## src/design/i2cmra_pkg.sv

```systemverilog
// Package for the I2C master register access block.
// Holds the transfer payload types and configuration types used across the modules.
// No dependencies.
package i2cmra_pkg;

  // Reset values of the timing registers
  localparam logic [15:0] HalfPeriodReset = 16'd50;
  localparam logic [15:0] SetupReset      = 16'd10;
  localparam logic [15:0] AckSampleReset  = 16'd30;

  // Configuration register indexes
  localparam logic [1:0] CfgHalfPeriod = 2'd0;
  localparam logic [1:0] CfgSetup      = 2'd1;
  localparam logic [1:0] CfgAckSample  = 2'd2;

  // One input item: one tick of the bus sequencer
  typedef struct packed {
    logic       go;
    logic       operation;
    logic [6:0] device_address;
    logic [7:0] register_address;
    logic [7:0] write_data;
    logic [1:0] read_count;
    logic       sda_in;
  } in_t;

  // One result item: line levels and status after the tick
  typedef struct packed {
    logic       scl_out;
    logic       sda_out;
    logic       sda_drive;
    logic       busy_res;
    logic       done_res;
    logic [7:0] read_byte_first;
    logic [7:0] read_byte_second;
  } out_t;

  // Timing register set
  typedef struct packed {
    logic [15:0] half_period_ticks;
    logic [15:0] setup_ticks;
    logic [15:0] ack_sample_ticks;
  } cfg_t;

endpackage

```

## src/design/i2c_master_register_access.sv

```systemverilog
// Top level of the I2C master register access block.
// Depends on i2cmra_pkg, i2cmra_cfg and i2cmra_seq.

// Each input transfer is one tick of an I2C master that runs one register write
// or register read (0 to 2 bytes) per go. The block takes one item per clock
// cycle unless out_stall_i holds the output, and returns exactly one result item
// per item: the item lands in an input register, the sequencer advances one tick
// combinationally, and the result lands in an output register. The combinational
// sequencer update sets the rate. Bus timing is counted in items, not clocks;
// timing registers should be written only while no transfer is in flight.
module i2c_master_register_access (
  input  logic              clk_i,
  input  logic              rst_ni,
  input  logic              in_valid_i,
  output logic              in_stall_o,
  input  i2cmra_pkg::in_t   in_data_i,
  output logic              out_valid_o,
  input  logic              out_stall_i,
  output i2cmra_pkg::out_t  out_data_o,
  input  logic              cfg_valid_i,
  output logic              cfg_ready_o,
  input  logic [1:0]        cfg_index_i,
  input  logic [15:0]       cfg_data_i
);

  logic              in_valid_q;
  i2cmra_pkg::in_t   in_data_q;
  logic              out_valid_q;
  i2cmra_pkg::out_t  out_data_q;
  logic              advance;
  i2cmra_pkg::cfg_t  cfg;
  i2cmra_pkg::out_t  result;

  // Item moves on when the output register is free or being emptied
  assign advance    = in_valid_q && (!out_valid_q || !out_stall_i);
  assign in_stall_o = in_valid_q && !advance;

  assign out_valid_o = out_valid_q;
  assign out_data_o  = out_data_q;

  i2cmra_cfg u_cfg (
    .clk_i       (clk_i),
    .rst_ni      (rst_ni),
    .cfg_valid_i (cfg_valid_i),
    .cfg_ready_o (cfg_ready_o),
    .cfg_index_i (cfg_index_i),
    .cfg_data_i  (cfg_data_i),
    .cfg_o       (cfg)
  );

  i2cmra_seq u_seq (
    .clk_i    (clk_i),
    .rst_ni   (rst_ni),
    .step_i   (advance),
    .item_i   (in_data_q),
    .cfg_i    (cfg),
    .result_o (result)
  );

  // Input register
  always_ff @(posedge clk_i or negedge rst_ni) begin
    if (!rst_ni) begin
      in_valid_q <= 1'b0;
    end else if (!in_stall_o) begin
      in_valid_q <= in_valid_i;
    end
  end

  always_ff @(posedge clk_i) begin
    if (in_valid_i && !in_stall_o) begin
      in_data_q <= in_data_i;
    end
  end

  // Output register
  always_ff @(posedge clk_i or negedge rst_ni) begin
    if (!rst_ni) begin
      out_valid_q <= 1'b0;
    end else if (advance) begin
      out_valid_q <= 1'b1;
    end else if (!out_stall_i) begin
      out_valid_q <= 1'b0;
    end
  end

  always_ff @(posedge clk_i) begin
    if (advance) begin
      out_data_q <= result;
    end
  end

endmodule

```

## src/design/i2cmra_cfg.sv

```systemverilog
// Timing configuration registers of the I2C master register access block.
// Depends on i2cmra_pkg.
module i2cmra_cfg (
  input  logic                clk_i,
  input  logic                rst_ni,
  input  logic                cfg_valid_i,
  output logic                cfg_ready_o,
  input  logic [1:0]          cfg_index_i,
  input  logic [15:0]         cfg_data_i,
  output i2cmra_pkg::cfg_t    cfg_o
);

  i2cmra_pkg::cfg_t cfg_q;

  assign cfg_ready_o = 1'b1;
  assign cfg_o       = cfg_q;

  // Register writes; an index past the list is dropped
  always_ff @(posedge clk_i or negedge rst_ni) begin
    if (!rst_ni) begin
      cfg_q.half_period_ticks <= i2cmra_pkg::HalfPeriodReset;
      cfg_q.setup_ticks       <= i2cmra_pkg::SetupReset;
      cfg_q.ack_sample_ticks  <= i2cmra_pkg::AckSampleReset;
    end else if (cfg_valid_i) begin
      unique case (cfg_index_i)
        i2cmra_pkg::CfgHalfPeriod: cfg_q.half_period_ticks <= cfg_data_i;
        i2cmra_pkg::CfgSetup:      cfg_q.setup_ticks       <= cfg_data_i;
        i2cmra_pkg::CfgAckSample:  cfg_q.ack_sample_ticks  <= cfg_data_i;
        default: ;
      endcase
    end
  end

endmodule

```

## src/design/i2cmra_seq.sv

```systemverilog
// Bus sequencer of the I2C master register access block: state and one-tick update.
// Depends on i2cmra_pkg.
module i2cmra_seq (
  input  logic              clk_i,
  input  logic              rst_ni,
  input  logic              step_i,
  input  i2cmra_pkg::in_t   item_i,
  input  i2cmra_pkg::cfg_t  cfg_i,
  output i2cmra_pkg::out_t  result_o
);

  localparam logic [4:0] PhIdle = 5'd0;
  localparam logic [4:0] PhSt0  = 5'd1;
  localparam logic [4:0] PhSt1  = 5'd2;
  localparam logic [4:0] PhSt2  = 5'd3;
  localparam logic [4:0] PhWb0  = 5'd4;
  localparam logic [4:0] PhWb1  = 5'd5;
  localparam logic [4:0] PhWb2  = 5'd6;
  localparam logic [4:0] PhAk0  = 5'd7;
  localparam logic [4:0] PhAk1  = 5'd8;
  localparam logic [4:0] PhAk2  = 5'd9;
  localparam logic [4:0] PhAk3  = 5'd10;
  localparam logic [4:0] PhSp0  = 5'd11;
  localparam logic [4:0] PhSp1  = 5'd12;
  localparam logic [4:0] PhSp2  = 5'd13;
  localparam logic [4:0] PhSp3  = 5'd14;
  localparam logic [4:0] PhRb0  = 5'd15;
  localparam logic [4:0] PhRb1  = 5'd16;
  localparam logic [4:0] PhRb2  = 5'd17;
  localparam logic [4:0] PhRa0  = 5'd18;
  localparam logic [4:0] PhRa1  = 5'd19;
  localparam logic [4:0] PhRa2  = 5'd20;
  localparam logic [4:0] PhNext = 5'd21;

  // Latched command
  typedef struct packed {
    logic [7:0] write_data;
    logic [7:0] register_address;
    logic [6:0] device_address;
    logic [1:0] read_count;
    logic       operation;
  } cmd_t;

  logic [4:0]  phase_q, phase_d;
  logic [15:0] tick_q, tick_d;
  logic [3:0]  bit_q, bit_d;
  logic [3:0]  step_q, step_d;
  logic [7:0]  shift_q, shift_d;
  cmd_t        cmd_q, cmd_d;
  logic [7:0]  rx0_q, rx0_d;
  logic [7:0]  rx1_q, rx1_d;
  logic        scl_q, scl_d;
  logic        sda_q, sda_d;
  logic        drv_q, drv_d;
  logic        done;
  logic [1:0]  count;
  logic [15:0] h_minus_s;
  logic [15:0] h_minus_a;

  // Saturating phase lengths
  assign h_minus_s = (cfg_i.half_period_ticks > cfg_i.setup_ticks) ?
                     cfg_i.half_period_ticks - cfg_i.setup_ticks : 16'd0;
  assign h_minus_a = (cfg_i.half_period_ticks > cfg_i.ack_sample_ticks) ?
                     cfg_i.half_period_ticks - cfg_i.ack_sample_ticks : 16'd0;

  // One tick: latch on go, count down, else pick the next segment and run its action
  always_comb begin
    phase_d = phase_q;
    tick_d  = tick_q;
    bit_d   = bit_q;
    step_d  = step_q;
    shift_d = shift_q;
    cmd_d   = cmd_q;
    rx0_d   = rx0_q;
    rx1_d   = rx1_q;
    scl_d   = scl_q;
    sda_d   = sda_q;
    drv_d   = drv_q;
    done    = 1'b0;

    if (phase_d == PhIdle && item_i.go) begin
      cmd_d.write_data       = item_i.write_data;
      cmd_d.register_address = item_i.register_address;
      cmd_d.device_address   = item_i.device_address;
      cmd_d.read_count       = item_i.read_count;
      cmd_d.operation        = item_i.operation;
      step_d  = 4'd0;
      tick_d  = 16'd0;
      phase_d = PhNext;
    end

    // A count of three reads nothing
    count = (cmd_d.read_count == 2'd3) ? 2'd0 : cmd_d.read_count;

    if (phase_d != PhIdle) begin
      if (tick_d != 16'd0) begin
        tick_d = tick_d - 16'd1;
      end else begin
        // Segment selection
        if (phase_d == PhNext) begin
          if (!cmd_d.operation) begin
            unique case (step_d)
              4'd0: phase_d = PhSt0;
              4'd1: begin
                shift_d = {cmd_d.device_address, 1'b0};
                bit_d   = 4'd0;
                phase_d = PhWb0;
              end
              4'd2: begin
                shift_d = cmd_d.register_address;
                bit_d   = 4'd0;
                phase_d = PhWb0;
              end
              4'd3: begin
                shift_d = cmd_d.write_data;
                bit_d   = 4'd0;
                phase_d = PhWb0;
              end
              4'd4: phase_d = PhSp0;
              default: begin
                phase_d = PhIdle;
                done    = 1'b1;
              end
            endcase
          end else begin
            unique case (step_d)
              4'd0, 4'd4: phase_d = PhSt0;
              4'd1: begin
                shift_d = {cmd_d.device_address, 1'b0};
                bit_d   = 4'd0;
                phase_d = PhWb0;
              end
              4'd2: begin
                shift_d = cmd_d.register_address;
                bit_d   = 4'd0;
                phase_d = PhWb0;
              end
              4'd3, 4'd8: phase_d = PhSp0;
              4'd5: begin
                shift_d = {cmd_d.device_address, 1'b1};
                bit_d   = 4'd0;
                phase_d = PhWb0;
              end
              4'd6: begin
                if (count != 2'd0) begin
                  shift_d = 8'd0;
                  bit_d   = 4'd0;
                  phase_d = PhRb0;
                end else begin
                  step_d  = 4'd8;
                  phase_d = PhSp0;
                end
              end
              4'd7: begin
                if (count == 2'd2) begin
                  shift_d = 8'd0;
                  bit_d   = 4'd0;
                  phase_d = PhRb0;
                end else begin
                  step_d  = 4'd8;
                  phase_d = PhSp0;
                end
              end
              default: begin
                phase_d = PhIdle;
                done    = 1'b1;
              end
            endcase
          end
        end

        // Action of the current phase
        if (phase_d != PhIdle) begin
          unique case (phase_d)
            PhSt0: begin
              scl_d = 1'b1; sda_d = 1'b1; drv_d = 1'b1;
              tick_d = h_minus_s; phase_d = PhSt1;
            end
            PhSt1: begin
              sda_d = 1'b0; tick_d = cfg_i.setup_ticks; phase_d = PhSt2;
            end
            PhSt2: begin
              scl_d = 1'b0; tick_d = h_minus_s;
              step_d = step_d + 4'd1; phase_d = PhNext;
            end
            PhWb0: begin
              drv_d = 1'b1; sda_d = shift_d[7];
              shift_d = {shift_d[6:0], 1'b0};
              tick_d = cfg_i.setup_ticks; phase_d = PhWb1;
            end
            PhWb1: begin
              scl_d = 1'b1; tick_d = cfg_i.half_period_ticks; phase_d = PhWb2;
            end
            PhWb2: begin
              scl_d = 1'b0; tick_d = h_minus_s;
              bit_d = bit_d + 4'd1;
              phase_d = (bit_d < 4'd8) ? PhWb0 : PhAk0;
            end
            PhAk0: begin
              drv_d = 1'b0; tick_d = cfg_i.setup_ticks; phase_d = PhAk1;
            end
            PhAk1: begin
              scl_d = 1'b1; tick_d = cfg_i.ack_sample_ticks; phase_d = PhAk2;
            end
            PhAk2: begin
              // slave ack time; the ack is not sampled and not acted on
              tick_d = h_minus_a; phase_d = PhAk3;
            end
            PhAk3: begin
              scl_d = 1'b0; tick_d = h_minus_s;
              step_d = step_d + 4'd1; phase_d = PhNext;
            end
            PhSp0: begin
              drv_d = 1'b1; sda_d = 1'b0;
              tick_d = cfg_i.setup_ticks; phase_d = PhSp1;
            end
            PhSp1: begin
              scl_d = 1'b1; tick_d = cfg_i.setup_ticks; phase_d = PhSp2;
            end
            PhSp2: begin
              sda_d = 1'b1; tick_d = h_minus_s; phase_d = PhSp3;
            end
            PhSp3: begin
              scl_d = 1'b0; tick_d = cfg_i.half_period_ticks;
              step_d = step_d + 4'd1; phase_d = PhNext;
            end
            PhRb0: begin
              drv_d = 1'b0; scl_d = 1'b1; tick_d = h_minus_s; phase_d = PhRb1;
            end
            PhRb1: begin
              shift_d = {shift_d[6:0], item_i.sda_in};
              tick_d = cfg_i.setup_ticks; phase_d = PhRb2;
            end
            PhRb2: begin
              scl_d = 1'b0; tick_d = cfg_i.half_period_ticks;
              bit_d = bit_d + 4'd1;
              phase_d = (bit_d < 4'd8) ? PhRb0 : PhRa0;
            end
            PhRa0: begin
              // NACK on the last byte of the read
              drv_d = 1'b1;
              sda_d = (step_d == 4'd7) || (count == 2'd1);
              tick_d = cfg_i.setup_ticks; phase_d = PhRa1;
            end
            PhRa1: begin
              scl_d = 1'b1; tick_d = cfg_i.half_period_ticks; phase_d = PhRa2;
            end
            PhRa2: begin
              scl_d = 1'b0; tick_d = cfg_i.half_period_ticks;
              if (step_d == 4'd7) begin
                rx1_d = shift_d;
              end else begin
                rx0_d = shift_d;
              end
              step_d = step_d + 4'd1; phase_d = PhNext;
            end
            default: begin
              phase_d = PhIdle; tick_d = 16'd0;
            end
          endcase
        end
      end
    end
  end

  // Result of this tick
  assign result_o.scl_out          = scl_d;
  assign result_o.sda_out          = sda_d;
  assign result_o.sda_drive        = drv_d;
  assign result_o.busy_res         = (phase_d != PhIdle);
  assign result_o.done_res         = done;
  assign result_o.read_byte_first  = rx0_d;
  assign result_o.read_byte_second = rx1_d;

  // Sequencer state, updated once per accepted item
  always_ff @(posedge clk_i or negedge rst_ni) begin
    if (!rst_ni) begin
      phase_q <= PhIdle;
      tick_q  <= 16'd0;
      bit_q   <= 4'd0;
      step_q  <= 4'd0;
      shift_q <= 8'd0;
      cmd_q   <= '0;
      rx0_q   <= 8'd0;
      rx1_q   <= 8'd0;
      scl_q   <= 1'b1;
      sda_q   <= 1'b1;
      drv_q   <= 1'b1;
    end else if (step_i) begin
      phase_q <= phase_d;
      tick_q  <= tick_d;
      bit_q   <= bit_d;
      step_q  <= step_d;
      shift_q <= shift_d;
      cmd_q   <= cmd_d;
      rx0_q   <= rx0_d;
      rx1_q   <= rx1_d;
      scl_q   <= scl_d;
      sda_q   <= sda_d;
      drv_q   <= drv_d;
    end
  end

endmodule
```

## config.mk

```make
export PLATFORM = sky130hd
export DESIGN_NAME = i2c_master_register_access
export DESIGN_NICKNAME = d
export VERILOG_FILES = /design/src/design/i2cmra_pkg.sv /design/src/design/i2c_master_register_access.sv /design/src/design/i2cmra_cfg.sv /design/src/design/i2cmra_seq.sv
export SDC_FILE = /design/constraint.sdc
export NUM_CORES = 1
export LEC_CHECK = 0
export BUFFER_PORTS_ARGS = -buffer_cell sky130_fd_sc_hd__buf_4
export CORE_MARGIN = 5
export CORE_UTILIZATION = 50
export DETAILED_ROUTE_END_ITERATION = 12
export PLACE_DENSITY_LB_ADDON = 0.08
export REMOVE_ABC_BUFFERS = 1
export SYNTH_ARGS = -nofsm -noshare
export SYNTH_HDL_FRONTEND = slang
export SYNTH_SLANG_ARGS = --single-unit
```

## constraint.sdc

```tcl
create_clock -name clk_i -period 5.19 [get_ports clk_i]
set_input_delay 0.2595 -clock clk_i [delete_from_list [all_inputs] [get_ports clk_i]]
set_output_delay 0.2595 -clock clk_i [all_outputs]
set_load 0.02 [all_outputs]
```

==> results.md <==
- Crit start category: flip-flop
- Worst path top cell family by delay: simple AND/OR/NAND/NOR gates
- Peak supply drop: roughly 0.23 mV
- CTS root buffer: clkbuf_16
- Die area: 25200 sq um
- Mean post-synth cell area: 10.0 sq um
- Worst path bufs/invs: 1
- Post-synthesis register bit count: roughly 180
- Final setup viols: 0
- Post-synthesis cell count: roughly 1100
- Min-delay worst type: in -> reg
- PwrDens: 521 nW/um^2
- Asr flop ratio synth: 0.729
- Clock Path Buffers: 2
- CP Max Fanout: 12
- Clock Sinks: between 150 and 200
- Slowest-stage cell, CP: dfrtp_1
- Period utilization: 0.894
- First-pass GRT wire length: 46800 microns
- Flop pwr share: 0.315
- Library cells used by synthesis: 85
- CTS tree: done
- Vias in the first global route: between 8000 and 9000
- Number of synthesized flops with an enable pin: a little under 50
- Top-level I/O count: between 70 and 80
- Starting Density: 0.506
- Count of final hold-check violations: 0
- DP Cell Count: 1424
- GRT Residual Overflow: 0
- Total number of vias: 9067
- Max-slew headroom: 0.311
- Total CTS buffers: 17
- Most common flop cell mapped by yosys: dfrtp_1
- Unrepaired setup endpoints after global routing: false
- Dpl hpwl: between 20000 and 25000 microns
- Minimum clock period: ~4.6 ns
- CTS resizes: 0
- Setup_tns: 0 ns
- Worst-margin pin slew: approximately 1.0 ns
- Register area share after synthesis: 0.434
- Total Wirelength: about 29000 microns
- Share of cells above drive strength 1: 0.222
- Worst-path clk slew: approximately 0.080 ns
- Finished Layout Cells: between 1000 and 1500
- P_sw: 2910 uW
- Commonest non-fill, non-tap cell in the layout: dfrtp_1
- Die Y: around 160 microns
- Diode count: 0
- Crit-path cells: or3_1, nor2_2, mux2i_1, inv_1, ha_1, nor2_1, a21oi_1, nand2_1, nor4_1, nor2_1, ha_1, nand4b_1, a31oi_1, nand2b_1, nand2b_1, mux2_1
- Final Worst Setup Slack: approximately 0.55 ns
- Sw Share: 0.436
- Commonest non-fill, non-tap cells in the layout: dfrtp_1, mux2_2, buf_4, nand2_1, o21ai_0
- Worst-skew pair later-pin latency: 0.45 ns
- Fmax: approximately 220 MHz
- Largest net degree at the start of global routing: 83
- DRT Pass-1 Iters: 6
- GPL Wtd Cong: between 0.8 and 0.9
- H-tree depth: 4
- Die W: around 160 microns
- Layout area overhead: 16.0%
- CP required: 5.52 ns
- Design internal power: between 3000 and 4000 uW
- PortBufs: 73
- Drt initial violations: between 700 and 800
- Synth warn: 0
- Worst Clk Skew: between 0.02 and 0.025 ns
- Worst EP arrival: roughly 5.0 ns
- Vias per cell: 6.11
- Final #Nets: roughly 1300
- Setup WS pre-CTS: 0.657 ns
- Initial antenna violation count: 0
- Combinational Power Share: 0.478
- Status: complete, no violations
- Critical path type: reg -> reg
- Clock power share: 0.207
- Static Leak: ~0.0054 uW
- Fin. max-slew vios: 0
- Synthesized area: 11000 sq um
- Drt wl/cell: about 20 microns
- FP Rows: 54
- Core footprint: between 20000 and 25000 sq um
- Post-route ant nets: 0
- DRC violations left: 0
- Biggest cell delay along the critical path: around 0.5 ns
- GRT Total Usage: 0.234
- Max cap viols: 0
- CP endpoint kind: flip-flop
final timing paths:
path / from / endpoint / slack [ns] / depth (start not counted)
worst min-delay path: in_valid_i / in_valid_q$_DFFE_PN0N_ / 0.01 / 2
worst max-delay path: u_seq.phase_q[2]$_DFFE_PN0P_ / u_seq.rx0_q[7]$_DFFE_PN0P_ / 0.55 / 16
max in group asynchronous: rst_ni / u_seq.tick_q[12]$_DFFE_PN0P_ / 3.57 / 3
worst min register to register: in_data_q[3]$_DFFE_PP_ / u_seq.cmd_q[18]$_DFFE_PN0P_ / 0.48 / 1
min in group asynchronous: rst_ni / u_cfg.cfg_o[35]$_DFFE_PN0P_ / 0.45 / 2
worst max register to register: u_seq.phase_q[2]$_DFFE_PN0P_ / u_seq.rx0_q[7]$_DFFE_PN0P_ / 0.55 / 16
routing by layer:
layer | global-route usage | vias to the layer above | share of wire
met2 | 0.345 | 326 | 0.43
met4 | 0.0459 | 0 | 0.011
met3 | 0.0405 | 37 | 0.064
li1 | - | 4329 | -
met5 | 0 | - | 0
met1 | 0.365 | 4375 | 0.49
logic make-up (layout without fill, tap and decap cells):
logic type / Yosys count / in the layout / synth area share
AOI/OAI and AO/OA: 323 / 323 / 0.201
and+or+nand+nor: 304 / 304 / 0.138
DFF: 181 / 181 / 0.434
muxes: 119 / 119 / 0.120
buffers and inverters: 110 / 212 / 0.0408
adders and majority gates: 39 / 39 / 0.0455
xor gates and xnor gates: 25 / 25 / 0.0215
other: 1 / 1 / 0.000339
cells in the mapped netlist (all sizes together) (4+ instances only):
cell type	instances	area share
buf	20	0.010
ha	37	0.042
o22ai	5	0.0028
nand2b	11	0.0062
mux2	105	0.11
edfxtp	49	0.13
nor4	10	0.0062
and3	13	0.0074
a222oi	4	0.0036
o31ai	6	0.0045
xnor2	21	0.018
nor2	57	0.020
mux2i	14	0.013
o21a	15	0.010
dfstp	12	0.029
o211ai	12	0.0086
a221oi	18	0.014
nand3b	5	0.0034
nor3	23	0.010
a221o	5	0.0045
dfrtp	120	0.27
and2	7	0.0040
xor2	4	0.0032
nand4	13	0.0074
nand2	95	0.032
a41o	5	0.0045
a21oi	69	0.031
a21o	13	0.0088
a32oi	4	0.0032
inv	53	0.018
o21ai	74	0.034
nor2b	7	0.0040
a211oi	6	0.0041
or3	8	0.0045
nor3b	6	0.0041
a22o	12	0.0095
nand3	31	0.014
a31oi	17	0.0096
o31a	8	0.0063
clkbuf	36	0.012
a22oi	16	0.011
sequential cells by signal (all words and copies together) (netlist names), 4 cells and up:
signal         flops
out_data_o        21
in_data_q         28
u_seq.tick_q      16
u_seq.phase_q      5
u_cfg.cfg_o       48
u_seq.bit_q        4
u_seq.cmd_q       26
u_seq.step_q       4
u_seq.rx0_q        8
u_seq.shift_q      8
u_seq.rx1_q        8
through the flow:
step | area, sq um | util | hold slack, ns | total power (uW)
2_1_floorplan | 10800 | - | -0.0361 | 4270
3_5_place_dp | 11900 | 0.545 | 0.372 | 5210
3_3_place_gp | 11900 | 0.545 | 0.364 | 5190
4_1_cts | 12800 | 0.587 | 0.00186 | 6640
5_1_grt | 12800 | 0.587 | 0.00991 | 7100
6_report | 12800 | 0.587 | 0.0116 | 6670
worst register-to-register path, cell delays in order (launching register included):
cell and delay, ns:
dfrtp_1 0.51, or3_1 0.49, nor2_2 0.29, mux2i_1 0.33, inv_1 0.08, ha_1 0.30, nor2_1 0.05, a21oi_1 0.17
nand2_1 0.10, nor4_1 0.45, nor2_1 0.11, ha_1 0.23, nand4b_1 0.10, a31oi_1 0.12, nand2b_1 0.41, nand2b_1 0.41
mux2_1 0.38
power groups by stage:
stage	combinational (uW)	sequential, uW	clock, uW
final	3190	2100	1380
after global routing	3490	2140	1470
after CTS	3140	2090	1410
after detailed placement	3090	2120	0
after global placement	3080	2110	0
after floorplan	2200	2070	0
repair_timing:
action	CTS	global route
hold buffers	27	1
setup buffers	0	0
hold endpoints to repair	95	1
area by class of cell:
class / count / area (sq um)
clock buffers: 17 / 425
clock inverters: 15 / 215
fillers: 1901 / 9000
inverters: 54 / 203
multi-input cells: 811 / 5820
flip-flops and latches: 181 / 4790
well taps: 280 / 350
repair buffers: 126 / 1020
Note: power is estimated with default switching activity, not from simulation.
